===== src/design/upd_pkg.sv =====
// upd_pkg: shared types, character constants and hex helpers for the
// percent decoder; no dependencies, compiled first
`default_nettype none

package upd_pkg;

    // characters that the decoder recognizes
    localparam logic [7:0] CH_PERCENT = 8'h25;
    localparam logic [7:0] CH_PLUS    = 8'h2B;
    localparam logic [7:0] CH_SPACE   = 8'h20;
    localparam logic [7:0] CH_0       = 8'h30;
    localparam logic [7:0] CH_9       = 8'h39;
    localparam logic [7:0] CH_UA      = 8'h41;
    localparam logic [7:0] CH_UF      = 8'h46;
    localparam logic [7:0] CH_LA      = 8'h61;
    localparam logic [7:0] CH_LF      = 8'h66;
    localparam logic [3:0] HEX_ALPHA_OFFSET = 4'd9;

    // most bytes a single request can produce
    localparam int unsigned MAX_BYTES = 3;
    localparam int unsigned QUEUE_DEPTH = 2;
    localparam int unsigned QPTR_W = $clog2(QUEUE_DEPTH);
    localparam int unsigned QCNT_W = $clog2(QUEUE_DEPTH + 1);

    // work handed from the front to the back: up to three bytes in order
    typedef struct packed {
        logic [MAX_BYTES-1:0][7:0] bytes;
        logic [1:0]                count;
        logic                      last;
    } upd_cmd_t;

    // queue status seen by the front and back
    typedef struct packed {
        logic full;
        logic not_empty;
    } upd_qstat_t;

    function automatic logic is_hex(input logic [7:0] c);
        is_hex = ((c >= CH_0) && (c <= CH_9)) ||
                 ((c >= CH_UA) && (c <= CH_UF)) ||
                 ((c >= CH_LA) && (c <= CH_LF));
    endfunction

    // nibble value of a character known to be a hex digit
    function automatic logic [3:0] hex_nibble(input logic [7:0] c);
        if (c <= CH_9)
        begin
            hex_nibble = c[3:0];
        end
        else
        begin
            hex_nibble = c[3:0] + HEX_ALPHA_OFFSET;
        end
    endfunction

endpackage

`default_nettype wire


===== src/design/upd_if.sv =====
// upd_if: valid/ready channel interfaces for encoded input and decoded output
// no dependencies
`default_nettype none

interface upd_in_if;
    logic       valid;
    logic       ready;
    logic [7:0] data_byte;
    logic       end_of_string;

    modport source (output valid, output data_byte, output end_of_string, input ready);
    modport sink   (input valid, input data_byte, input end_of_string, output ready);
endinterface

interface upd_out_if;
    logic       valid;
    logic       ready;
    logic [7:0] decoded_byte;
    logic       final_byte;

    modport source (output valid, output decoded_byte, output final_byte, input ready);
    modport sink   (input valid, input decoded_byte, input final_byte, output ready);
endinterface

`default_nettype wire


===== src/design/url_percent_decoder_top.sv =====
// url_percent_decoder_top: streaming percent decoder top level
// depends on upd_pkg, upd_if, upd_front, upd_queue, upd_back
//
// Takes one encoded byte per request on enc and yields decoded bytes on dec,
// with final_byte set on the last decoded byte of each string. "%hh" (either
// case) becomes one byte, '+' becomes a space, anything else passes as is;
// a broken escape is replayed literally. Input is accepted every cycle while
// the two-entry command queue has room, and the output register drains one
// byte per cycle while dec is ready, so a plain stream runs at one byte per
// clock, each command passing through the queue and then the output register.
// A broken escape expands to two or three output bytes; the output
// register's one-byte-per-cycle drain sets the sustained rate.
`default_nettype none

module url_percent_decoder_top
    import upd_pkg::*;
(
    input  wire logic clk,
    input  wire logic rst_n,
    upd_in_if.sink    enc,
    upd_out_if.source dec
);

    upd_qstat_t qstat;
    upd_cmd_t   push_cmd;
    upd_cmd_t   head;
    logic       push;
    logic       pop;

    upd_front u_front (
        .clk   (clk),
        .rst_n (rst_n),
        .enc   (enc),
        .qstat (qstat),
        .push  (push),
        .cmd   (push_cmd)
    );

    upd_queue u_queue (
        .clk      (clk),
        .rst_n    (rst_n),
        .push     (push),
        .push_cmd (push_cmd),
        .pop      (pop),
        .head     (head),
        .qstat    (qstat)
    );

    upd_back u_back (
        .clk   (clk),
        .rst_n (rst_n),
        .head  (head),
        .qstat (qstat),
        .pop   (pop),
        .dec   (dec)
    );

endmodule

`default_nettype wire


===== src/design/upd_front.sv =====
// upd_front: accepts encoded bytes, tracks a pending escape and turns each
// request into a command of up to three output bytes; uses upd_pkg
`default_nettype none

module upd_front
    import upd_pkg::*;
(
    input  wire logic       clk,
    input  wire logic       rst_n,
    upd_in_if.sink          enc,
    input  wire upd_qstat_t qstat,
    output logic            push,
    output upd_cmd_t        cmd
);

    typedef enum logic [1:0] {
        HELD_NONE  = 2'd0,
        HELD_PCT   = 2'd1,
        HELD_DIGIT = 2'd2
    } held_t;

    held_t      held_reg, held_next;
    logic [7:0] digit_reg, digit_next;

    logic       accept;
    logic [7:0] c;
    logic       eos;
    logic       c_hex;
    logic       fresh_hold;
    logic [7:0] fresh_byte;

    assign enc.ready = !qstat.full;
    assign accept    = enc.valid && enc.ready;
    assign c         = enc.data_byte;
    assign eos       = enc.end_of_string;
    assign c_hex     = is_hex(c);

    // a fresh byte either opens an escape or passes with plus mapped to space
    assign fresh_hold = (c == CH_PERCENT) && !eos;
    assign fresh_byte = (c == CH_PLUS) ? CH_SPACE : c;

    // classify the byte against the held escape
    always_comb
    begin
        held_next  = HELD_NONE;
        digit_next = digit_reg;
        cmd        = '0;
        cmd.last   = eos;
        case (held_reg)
            HELD_PCT:
            begin
                if (c_hex && !eos)
                begin
                    held_next  = HELD_DIGIT;
                    digit_next = c;
                end
                else
                begin
                    cmd.bytes[0] = CH_PERCENT;
                    if (fresh_hold)
                    begin
                        held_next = HELD_PCT;
                        cmd.count = 2'd1;
                    end
                    else
                    begin
                        cmd.bytes[1] = fresh_byte;
                        cmd.count    = 2'd2;
                    end
                end
            end
            HELD_DIGIT:
            begin
                if (c_hex)
                begin
                    cmd.bytes[0] = {hex_nibble(digit_reg), hex_nibble(c)};
                    cmd.count    = 2'd1;
                end
                else
                begin
                    cmd.bytes[0] = CH_PERCENT;
                    cmd.bytes[1] = digit_reg;
                    if (fresh_hold)
                    begin
                        held_next = HELD_PCT;
                        cmd.count = 2'd2;
                    end
                    else
                    begin
                        cmd.bytes[2] = fresh_byte;
                        cmd.count    = 2'd3;
                    end
                end
            end
            default:
            begin
                if (fresh_hold)
                begin
                    held_next = HELD_PCT;
                end
                else
                begin
                    cmd.bytes[0] = fresh_byte;
                    cmd.count    = 2'd1;
                end
            end
        endcase
    end

    assign push = accept && (cmd.count != 2'd0);

    // escape state
    always_ff @(posedge clk or negedge rst_n)
    begin
        if (!rst_n)
        begin
            held_reg  <= HELD_NONE;
            digit_reg <= '0;
        end
        else if (accept)
        begin
            held_reg  <= held_next;
            digit_reg <= digit_next;
        end
    end

endmodule

`default_nettype wire


===== src/design/upd_queue.sv =====
// upd_queue: two-entry command queue between front and back
// uses upd_pkg
`default_nettype none

module upd_queue
    import upd_pkg::*;
(
    input  wire logic     clk,
    input  wire logic     rst_n,
    input  wire logic     push,
    input  wire upd_cmd_t push_cmd,
    input  wire logic     pop,
    output upd_cmd_t      head,
    output upd_qstat_t    qstat
);

    upd_cmd_t            mem [QUEUE_DEPTH];
    logic [QPTR_W-1:0]   wr_ptr_reg, wr_ptr_next;
    logic [QPTR_W-1:0]   rd_ptr_reg, rd_ptr_next;
    logic [QCNT_W-1:0]   count_reg, count_next;
    logic                do_pop;

    assign qstat.full      = (count_reg == QCNT_W'(QUEUE_DEPTH));
    assign qstat.not_empty = (count_reg != '0);
    assign head            = mem[rd_ptr_reg];
    assign do_pop          = pop && qstat.not_empty;

    // pointer and fill bookkeeping
    always_comb
    begin
        wr_ptr_next = wr_ptr_reg;
        rd_ptr_next = rd_ptr_reg;
        count_next  = count_reg;
        if (push)
        begin
            wr_ptr_next = wr_ptr_reg + 1'b1;
        end
        if (do_pop)
        begin
            rd_ptr_next = rd_ptr_reg + 1'b1;
        end
        if (push && !do_pop)
        begin
            count_next = count_reg + 1'b1;
        end
        else if (!push && do_pop)
        begin
            count_next = count_reg - 1'b1;
        end
    end

    always_ff @(posedge clk or negedge rst_n)
    begin
        if (!rst_n)
        begin
            wr_ptr_reg <= '0;
            rd_ptr_reg <= '0;
            count_reg  <= '0;
        end
        else
        begin
            wr_ptr_reg <= wr_ptr_next;
            rd_ptr_reg <= rd_ptr_next;
            count_reg  <= count_next;
        end
    end

    // storage
    always_ff @(posedge clk)
    begin
        if (push)
        begin
            mem[wr_ptr_reg] <= push_cmd;
        end
    end

endmodule

`default_nettype wire


===== src/design/upd_back.sv =====
// upd_back: walks the bytes of the head command into the output register,
// one byte per cycle while the output is not stalled; uses upd_pkg
`default_nettype none

module upd_back
    import upd_pkg::*;
(
    input  wire logic       clk,
    input  wire logic       rst_n,
    input  wire upd_cmd_t   head,
    input  wire upd_qstat_t qstat,
    output logic            pop,
    upd_out_if.source       dec
);

    logic [1:0] idx_reg, idx_next;
    logic       valid_reg, valid_next;
    logic [7:0] byte_reg, byte_next;
    logic       final_reg, final_next;

    logic       load;
    logic       take;
    logic       at_end;
    logic [7:0] sel_byte;

    assign load   = !valid_reg || dec.ready;
    assign take   = load && qstat.not_empty;
    assign at_end = (idx_reg == (head.count - 2'd1));
    assign pop    = take && at_end;

    // pick the current byte of the head command
    always_comb
    begin
        case (idx_reg)
            2'd0:    sel_byte = head.bytes[0];
            2'd1:    sel_byte = head.bytes[1];
            2'd2:    sel_byte = head.bytes[2];
            default: sel_byte = head.bytes[0];
        endcase
    end

    // output register and byte index
    always_comb
    begin
        idx_next   = idx_reg;
        valid_next = valid_reg;
        byte_next  = byte_reg;
        final_next = final_reg;
        if (load)
        begin
            valid_next = qstat.not_empty;
        end
        if (take)
        begin
            byte_next  = sel_byte;
            final_next = head.last && at_end;
            idx_next   = at_end ? 2'd0 : idx_reg + 2'd1;
        end
    end

    always_ff @(posedge clk or negedge rst_n)
    begin
        if (!rst_n)
        begin
            idx_reg   <= '0;
            valid_reg <= 1'b0;
        end
        else
        begin
            idx_reg   <= idx_next;
            valid_reg <= valid_next;
        end
    end

    always_ff @(posedge clk)
    begin
        byte_reg  <= byte_next;
        final_reg <= final_next;
    end

    assign dec.valid        = valid_reg;
    assign dec.decoded_byte = byte_reg;
    assign dec.final_byte   = final_reg;

endmodule

`default_nettype wire


===== src/flat_wrapper.sv =====
// flat-port wrapper written by rule: the top's interface ports become plain ports
module url_percent_decoder_top_flat import upd_pkg::*;
  (clk, rst_n, enc_valid, enc_data_byte, enc_end_of_string, enc_ready, dec_valid, dec_decoded_byte, dec_final_byte, dec_ready);
  upd_in_if enc_i ();
  upd_out_if dec_i ();
  input  wire logic clk;
  input  wire logic rst_n;
  input wire logic [$bits(enc_i.valid)-1:0] enc_valid;
  input wire logic [$bits(enc_i.data_byte)-1:0] enc_data_byte;
  input wire logic [$bits(enc_i.end_of_string)-1:0] enc_end_of_string;
  output wire logic [$bits(enc_i.ready)-1:0] enc_ready;
  output wire logic [$bits(dec_i.valid)-1:0] dec_valid;
  output wire logic [$bits(dec_i.decoded_byte)-1:0] dec_decoded_byte;
  output wire logic [$bits(dec_i.final_byte)-1:0] dec_final_byte;
  input wire logic [$bits(dec_i.ready)-1:0] dec_ready;
  assign enc_i.valid = enc_valid;
  assign enc_i.data_byte = enc_data_byte;
  assign enc_i.end_of_string = enc_end_of_string;
  assign enc_ready = enc_i.ready;
  assign dec_valid = dec_i.valid;
  assign dec_decoded_byte = dec_i.decoded_byte;
  assign dec_final_byte = dec_i.final_byte;
  assign dec_i.ready = dec_ready;
  url_percent_decoder_top u_core (.clk(clk), .rst_n(rst_n), .enc(enc_i), .dec(dec_i));
endmodule

===== config.mk =====
export PLATFORM = sky130hd
export DESIGN_NAME = url_percent_decoder_top_flat
export DESIGN_NICKNAME = d
export VERILOG_FILES = /design/src/design/upd_pkg.sv /design/src/design/upd_if.sv /design/src/design/url_percent_decoder_top.sv /design/src/design/upd_front.sv /design/src/design/upd_queue.sv /design/src/design/upd_back.sv /design/src/flat_wrapper.sv
export SDC_FILE = /design/constraint.sdc
export NUM_CORES = 1
export LEC_CHECK = 0
export BUFFER_PORTS_ARGS = -buffer_cell sky130_fd_sc_hd__buf_2
export CAP_MARGIN = 20
export CORE_ASPECT_RATIO = 0.75
export CORE_MARGIN = 3
export CORE_UTILIZATION = 60
export CTS_CLUSTER_SIZE = 40
export DETAILED_ROUTE_END_ITERATION = 7
export PLACE_DENSITY = 0.79
export SYNTH_ARGS = -nofsm -noshare
export SYNTH_HDL_FRONTEND = slang
export SYNTH_SLANG_ARGS = --single-unit

===== constraint.sdc =====
create_clock -name clk -period 3.5 [get_ports clk]
set_input_delay 0.7 -clock clk [delete_from_list [all_inputs] [get_ports clk]]
set_output_delay 0.7 -clock clk [all_outputs]
set_load 0.03 [all_outputs]

==> flow_summary.ini, run 1 <==
[sta]
rsz0062_at_grt = no
worst_pin_slew_ns = 0.618
setup_viol = 0
fin_crit_sh = 0.794
slew_headroom = 0.586
clock.fmax_mhz = 360
period_minus_slack_ns = 2.78
skew_ns = 0.0142
setup_ws_ns = 0.721
fin_hold_ws_ns = 0.260
maxSlewViolCount = 0
hold_viol_final = 0
finalSetupTns_ns = 0

[setup_path]
crit_type = primary input to flip-flop
cp_data_arrival_time_ns = 2.88
reg2reg_from = u_core.u_front.held_reg[0]
worstPathMaxFanout = 14
required_ns = 3.60
r2r_cells = 8
reg2reg_slack_ns = 1.16
critical_path.endpoint_type = flip-flop
cp-start-kind = primary input
r2r-end = u_core.u_queue.mem[0][7]

[logic_synthesis]
ys_ff_latch = 80
synth_cell_types = 44
synth_compound_area_frac = 0.112
synth_fa_ha_area_frac = 0.0365
synth-simple-area-share = 0.0922
syn_nets = 312
syn_avg_cell_area_um2 = 13.1
synthMuxAreaShare = 0.0995
synth_top_family_by_area = compound AO/OA/AOI/OAI gates
netlist_instances = 288
synth_area_leaders = edfxtp_1, dfrtp_1, mux2_2
yosysWarnings = 0
synth.yosys.seq_area_share = 0.614
synth_top_cell_by_area = edfxtp_1
synth-edff-count = 63
synth_top_area_share = 0.501
synthFlopType = edfxtp_1
synthArstFlopShare = 0.213
syn-cell-area_um2 = 3770
synth-xor-area-share = 0.0209

[detailed_routing]
wl_um = 7580
drt_iter0_markers = 186
drc = 0
first_pass_iters = 4
viasPerCell = 6.05
postRouteAntennaNets = 0
wl_per_cell_um = 19.1
dr_total_vias = 2406

[floorplanning]
die_area_um2 = 7280
core_um2 = 5950
fp-row-count = 24
die_w_um = 97.6
boundaryPins = 24
start_util = 0.634
dieHeight_um = 74.7

[global_route]
grt_pass1_vias = 2365
grt_overflow = 0
grt_use_total = 0.229
antenna_found_initial = 0
grt_max_degree = 28
grt_pass1_wl_um = 12500

[clocking]
cts_setup_buffers = 0
clock_latency_ns = 0.36
cts.sinks = 80
cts_tree = yes
htreeDepth = 3
cts_hold_buffers = 0
cts_resized = 0
numCtsBuffers = 9
root_buffer = clkbuf_8
clockBufferDepth = 2
clkTransAtPathRegs_ns = 0.08

[layout]
final_common_cell = edfxtp_1
final_cells = 398
drive_gt1_frac = 0.219
insertedDiodeCount = 0
syn_to_final_growth_pct = 11.4
largest_reg_flops = 54
design_area_um2 = 4200
fillCellCount = 412
fin_nets = 339
layout_common_cells = edfxtp_1, nand2_1, buf_2

[placed_design]
pre_cts_ws_ns = 0.434
port_buffers = 23
dp_hpwl_um = 5340
dpl_cell_area_um2 = 4010
dp_cells = 382
routabilityCongestion = 0.905

[status]
status = finished clean

[power_and_ir_drop]
peakVddDrop_mv = 0.546
p_per_area_nw_per_um2 = 746
leakage_uw = 0.00163

[job]
cap_violations = 0

[hold_path]
min_path_type = primary input to async pin
==> cell usage after synthesis, drive strengths merged, types with 4 or more instances <==
master	number
mux2	20
ha	11
a21oi	14
and3	4
a221oi	9
clkbuf	9
o21ai	14
nor2	12
nor2b	4
inv	13
xnor2	6
dfrtp	17
mux2i	15
edfxtp	63
nand2	27
==> per-stage QoR <==
step           utilization  total power, uW
2_1_floorplan            -             2180
5_1_grt              0.707             3310
3_3_place_gp         0.674             2440
4_1_cts              0.707             3150
6_report             0.707             3130
3_5_place_dp         0.674             2490
==> worst max path at each step <==
stage,from,to,cells after the start
after floorplan,enc_data_byte[1],u_core.u_queue.mem[0][0],7
after global placement,enc_data_byte[3],u_core.u_front.digit_reg[3],6
after detailed placement,enc_data_byte[1],u_core.u_queue.mem[0][10],9
after CTS,enc_data_byte[1],u_core.u_queue.mem[0][11],8
after global routing,enc_data_byte[0],u_core.u_queue.mem[0][11],8
final,enc_data_byte[1],u_core.u_queue.mem[0][11],8
==> logic make-up (layout without fill, tap and decap cells) <==
kind of cell,after synthesis,after routing
simple gates,66,66
xor+xnor,9,9
fa+ha+maj,11,11
buf+inv,25,57
mux,35,35
compound gates,62,62
flops,80,80
==> per-layer routing <==
metal	share of wire	track usage	up-vias
met5	0	0	-
met3	0.055	0.0630	6
met1	0.46	0.323	1185
met2	0.48	0.356	78
met4	0.0065	0.0707	0
li1	-	-	1137
==> worst max-delay path, stage by stage <==
cell and delay (ns):
buf_2 0.12, inv_1 0.09, ha_1 0.21, o21ba_2 0.23
o2111a_1 0.27, nor2_2 0.44, o21ai_0 0.31, o21ai_0 0.50
==> cell type report <==
cell class | instances | area, um^2 | share of cell area
Clock buffer | 10 | 128 | 0.0304
Clock inverter | 6 | 68.8 | 0.0164
Inverter | 13 | 48.8 | 0.0116
Multi-Input combinational cell | 183 | 1360 | 0.325
Sequential cell | 80 | 2320 | 0.552
Tap cell | 78 | 97.6 | 0.0232
Timing Repair Buffer | 28 | 178 | 0.0423
==> power by group <==
group          total (uW)  switching [uW]  internal (uW)
Clock                 668             335            333
Combinational        1040             641            396
Sequential           1430            96.9           1330
Total                3130            1070           2060
Note: power is estimated with default switching activity, not from simulation.
==> inputs of run 2 (changes only) <==
==> constraint.sdc (replaced) <==
create_clock -name clk -period 2.6 [get_ports clk]
set_input_delay 0.52 -clock clk [delete_from_list [all_inputs] [get_ports clk]]
set_output_delay 0.52 -clock clk [all_outputs]
set_load 0.03 [all_outputs]
==> flow_summary.ini, run 2 (synthesis results as in run 1) <==
[layout]
insertedDiodeCount = 0
largest_reg_flops = 54
syn_to_final_growth_pct = 16.1
fin_nets = 358
drive_gt1_frac = 0.268
final_common_cell = edfxtp_1
fin_util = 0.737
layout_common_cells = edfxtp_1, nand2_1, buf_2
final_cells = 417

[setup_path]
required_ns = 2.65
crit_type = flip-flop to flip-flop
slowest_stage = ha_1
cp_data_arrival_time_ns = 2.42
cpLargestDelayFamily = simple AND/OR/NAND/NOR gates
critical_path.endpoint_type = flip-flop
cp-start-kind = flip-flop
cp.buffers_inverters = 2
worstPathMaxFanout = 27
crit_cells = 8
r2r_cells = 8
crit_path_max_incr_delay_ns = 0.47
crit_chain = inv_1 -> ha_1 -> nor3_1 -> nand3b_1 -> a31oi_1 -> o31a_1 -> nor2b_4 -> buf_12

[floorplanning]
start_util = 0.634
fp-row-count = 24
dieHeight_um = 74.7
die_area_um2 = 7280
die_w_um = 97.6
boundaryPins = 24
core_um2 = 5950

[sta]
slew_headroom = 0.607
setup_ws_ns = 0.234
clock.fmax_mhz = 423
worst_pin_slew_ns = 0.590
fin_hold_ws_ns = 0.0840
skew_ns = 0.0117
setup_viol = 0
fin_crit_sh = 0.910
rsz0062_at_grt = no
period_minus_slack_ns = 2.37
hold_viol_final = 0
maxSlewViolCount = 0

[detailed_routing]
dr_total_vias = 2517
wl_um = 7730
drt_iter0_markers = 248
first_pass_iters = 5
viasPerCell = 6.04
wl_per_cell_um = 18.5
postRouteAntennaNets = 0
drc = 0

[hold_path]
min_path_type = primary input to async pin

[global_route]
grt_pass1_wl_um = 12500
grt_use_total = 0.225
antenna_found_initial = 0
grt_max_degree = 28
grt_pass1_vias = 2439
grt_overflow = 0

[placed_design]
dp_hpwl_um = 5450
pre_cts_ws_ns = -0.0240
port_buffers = 23
dp_cells = 401
routabilityCongestion = 0.943

[clocking]
clkTransAtPathRegs_ns = 0.09
clock_latency_ns = 0.35
root_buffer = clkbuf_8
cts_setup_buffers = 0
cts_tree = yes
htreeDepth = 3
cts.sinks = 80
numCtsBuffers = 9
clockBufferDepth = 2

[power_and_ir_drop]
leakage_uw = 0.00174
finalPower_uw = 4380
peakVddDrop_mv = 0.897
p_per_area_nw_per_um2 = 1000

[status]
status = finished clean

[job]
cap_violations = 0
-- run 2: cell count changes in the layout (fill, tap and decap cells not counted) --
cell        before  now
and2_1           1    0
and2_2           0    1
buf_4            3   22
bufinv_16        1    2
clkinv_2         1    0
clkinv_4         2    0
clkinvlp_4       1    2
inv_6            1    2
nor2b_2          1    0
nor2b_4          0    1
nor3_1           2    1
nor3_2           0    1
-- run 2: metal layers --
| metal | track usage | vias to the layer above | wire [um] |
|---|---|---|---|
| met3 | 0.0620 | 8 | 554 |
| li1 | - | 1167 | - |
| met1 | 0.315 | 1232 | 3560 |
| met2 | 0.360 | 110 | 3530 |
| met5 | 0 | - | 0 |
| met4 | 0.0522 | 0 | 78 |
-- run 2: metrics by stage --
step                TNS, ns  instance area (um^2)
floorplan                 0                  3780
global placement    -0.0128                  4150
detailed placement   -0.108                  4150
CTS                       0                  4370
global route              0                  4380
finish                    0                  4380
-- run 2: layout make-up --
class	count	area, um^2
sequential	80	2320
fill	395	1570
multi-input combinational	183	1380
timing repair buffer	47	320
clock buffer	10	128
tap	78	97.6
clock inverter	6	92.6
inverter	13	48.8
-- run 2: timing repair --
| item | in CTS | in global routing |
|---|---|---|
| hold buffers | 0 | 0 |
| setup endpoints to repair | 0 | 8 |
| gates resized for setup | 0 | 1 |
-- run 2: path summary, 6_finish.rpt --
path / start / to / slack (ns)
max: u_core.u_front.held_reg[0] / u_core.u_queue.mem[0][26] / 0.23
min: rst_n / u_core.u_back.idx_reg[1] / 0.08
max reg2reg: u_core.u_front.held_reg[0] / u_core.u_queue.mem[0][26] / 0.23
min reg2reg: u_core.u_back.dec.valid / u_core.u_back.dec.valid / 0.50
max in group asynchronous: rst_n / u_core.u_front.digit_reg[0] / 2.22
min in group clk: dec_ready / u_core.u_back.dec.valid / 0.43
-- run 2: where the power goes --
group | internal (uW) | switching, uW | leakage (uW) | total, uW
Clock | 548 | 469 | 0.000104 | 1020
Combinational | 564 | 886 | 0.000832 | 1450
Sequential | 1790 | 125 | 0.000801 | 1910
-- run 2: worst reg2reg max path: stages, from the launching register on --
cell and delay, ns:
dfrtp_1 0.39, inv_1 0.06, ha_1 0.47, nor3_1 0.14, nand3b_1 0.20, a31oi_1 0.18, o31a_1 0.24, nor2b_4 0.19
buf_12 0.20
==> inputs of run 3 (changes only) <==
--- a/config.mk
+++ b/config.mk
@@ -7,12 +7,15 @@
 export LEC_CHECK = 0
 export BUFFER_PORTS_ARGS = -buffer_cell sky130_fd_sc_hd__buf_2
 export CAP_MARGIN = 20
+export CELL_PAD_IN_SITES_DETAIL_PLACEMENT = 1
+export CELL_PAD_IN_SITES_GLOBAL_PLACEMENT = 2
 export CORE_ASPECT_RATIO = 0.75
-export CORE_MARGIN = 3
-export CORE_UTILIZATION = 60
+export CORE_MARGIN = 5
+export CORE_UTILIZATION = 42
 export CTS_CLUSTER_SIZE = 40
 export DETAILED_ROUTE_END_ITERATION = 7
-export PLACE_DENSITY = 0.79
+export PLACE_DENSITY_LB_ADDON = 0.1
+export RECOVER_POWER = 100
 export SYNTH_ARGS = -nofsm -noshare
 export SYNTH_HDL_FRONTEND = slang
 export SYNTH_SLANG_ARGS = --single-unit
==> flow_summary.ini, run 3 (synthesis results as in run 1) <==
[sta]
hold_viol_final = 0
fin_crit_sh = 0.936
rsz0062_at_grt = no
maxSlewViolCount = 0
slew_headroom = 0.331
worst_pin_slew_ns = 1.00
setup_viol = 0
clock.fmax_mhz = 411
period_minus_slack_ns = 2.43
skew_ns = 0.00542

[clocking]
clock_latency_ns = 0.34
cts_tree = yes
cts.sinks = 80
root_buffer = clkbuf_16
htreeDepth = 3
cts_hold_buffers = 0
cts_resized = 0
numCtsBuffers = 9
clockBufferDepth = 2
cts_setup_buffers = 0
clkTransAtPathRegs_ns = 0.06

[hold_path]
min_path_type = primary input to async pin

[layout]
insertedDiodeCount = 0
fillCellCount = 926
layout_common_cells = edfxtp_1, nand2_1, clkbuf_1, buf_4, mux2_2
final_cells = 458
fin_nets = 365
syn_to_final_growth_pct = 19.6
final_common_cell = edfxtp_1
largest_reg_flops = 54
drive_gt1_frac = 0.214
design_area_um2 = 4510

[detailed_routing]
drt_iter0_markers = 209
wl_um = 9440
postRouteAntennaNets = 0
wl_per_cell_um = 20.6
first_pass_iters = 4
dr_total_vias = 2510
viasPerCell = 5.48
drc = 0

[setup_path]
worstPathMaxFanout = 27
required_ns = 2.61
cp-start-kind = primary input
critical_path.endpoint_type = flip-flop
crit_type = primary input to flip-flop
reg2reg_slack_ns = 0.22
cp_data_arrival_time_ns = 2.45

[job]
cap_violations = 0

[global_route]
antenna_found_initial = 0
grt_use_total = 0.185
grt_pass1_vias = 2695
grt_max_degree = 28
grt_pass1_wl_um = 15400
grt_overflow = 0

[power_and_ir_drop]
peakVddDrop_mv = 0.349
leakage_uw = 0.00176
p_per_area_nw_per_um2 = 1040

[floorplanning]
core_um2 = 8900
dieHeight_um = 92.1
die_area_um2 = 11000
fp-row-count = 30
start_util = 0.424
boundaryPins = 24
die_w_um = 119

[placed_design]
dp_cells = 442
port_buffers = 23
dpl_cell_area_um2 = 4260
dp_hpwl_um = 6810
routabilityCongestion = 0.809

[status]
status = finished clean
## run 3: cell count changes in the layout (fill, tap and decap cells not counted), moves of 2 or more
cell,previous run,this run
clkbuf_1,1,20
buf_2,23,9
clkbuf_16,0,9
clkbuf_8,9,0
buf_4,22,20
buf_6,0,2
clkinvlp_4,2,0
mux2_1,0,2
mux2_2,20,18
## run 3: routing by layer
| metal | up-vias | global-route usage | wire length, um |
|---|---|---|---|
| met3 | 13 | 0.0456 | 356 |
| li1 | 1195 | - | - |
| met2 | 52 | 0.285 | 4320 |
| met5 | - | 0 | 0 |
| met1 | 1250 | 0.257 | 4630 |
| met4 | 0 | 0.0610 | 136 |
## run 3: area by class of cell
type | instances | area, um^2 | share of cell area
Inverter | 13 | 48.8 | 0.0108
Clock buffer | 9 | 225 | 0.0499
Multi-Input combinational cell | 183 | 1350 | 0.300
Clock inverter | 7 | 101 | 0.0225
Tap cell | 112 | 140 | 0.0311
Sequential cell | 80 | 2320 | 0.514
Timing Repair Buffer | 54 | 325 | 0.0721
## run 3: power by group
part / internal, uW / total, uW / leakage (uW) / switching [uW]
clock: 853 / 1380 / 0.000160 / 532
sequential: 1790 / 1920 / 0.000801 / 127
combinational: 499 / 1400 / 0.000795 / 903
## run 3: through the flow
stage	worst slack (ns)	power [uW]	TNS, ns	hold slack [ns]	util
after CTS	0.246	4830	0	0.116	0.516
final	0.166	4710	0	0.323	0.507
after global routing	0.0205	4950	0	0.414	0.507
after floorplan	0.0576	2940	0	0.224	-
after global placement	-0.0278	3370	-0.539	0.474	0.479
after detailed placement	-0.105	3410	-1.48	0.485	0.479
## run 3: worst max-delay path, cell delays in order
cell and delay [ns]:
buf_2 0.09, inv_1 0.06, ha_1 0.21, o21ba_2 0.23, o2111a_1 0.26, nor2_1 0.30
o31a_1 0.27, nor2b_2 0.20, buf_6 0.29
## run 3: path summary, 6_finish.rpt
check | startpoint | endpoint | cells after the start
min | rst_n | u_core.u_back.idx_reg[0] | 1
min in group clk | dec_ready | u_core.u_back.dec.valid | 3
min reg2reg | u_core.u_queue.wr_ptr_reg | u_core.u_queue.wr_ptr_reg | 1
max in group asynchronous | rst_n | u_core.u_front.digit_reg[6] | 1
max reg2reg | u_core.u_front.held_reg[0] | u_core.u_queue.mem[0][4] | 8
max | enc_data_byte[1] | u_core.u_queue.mem[0][4] | 9
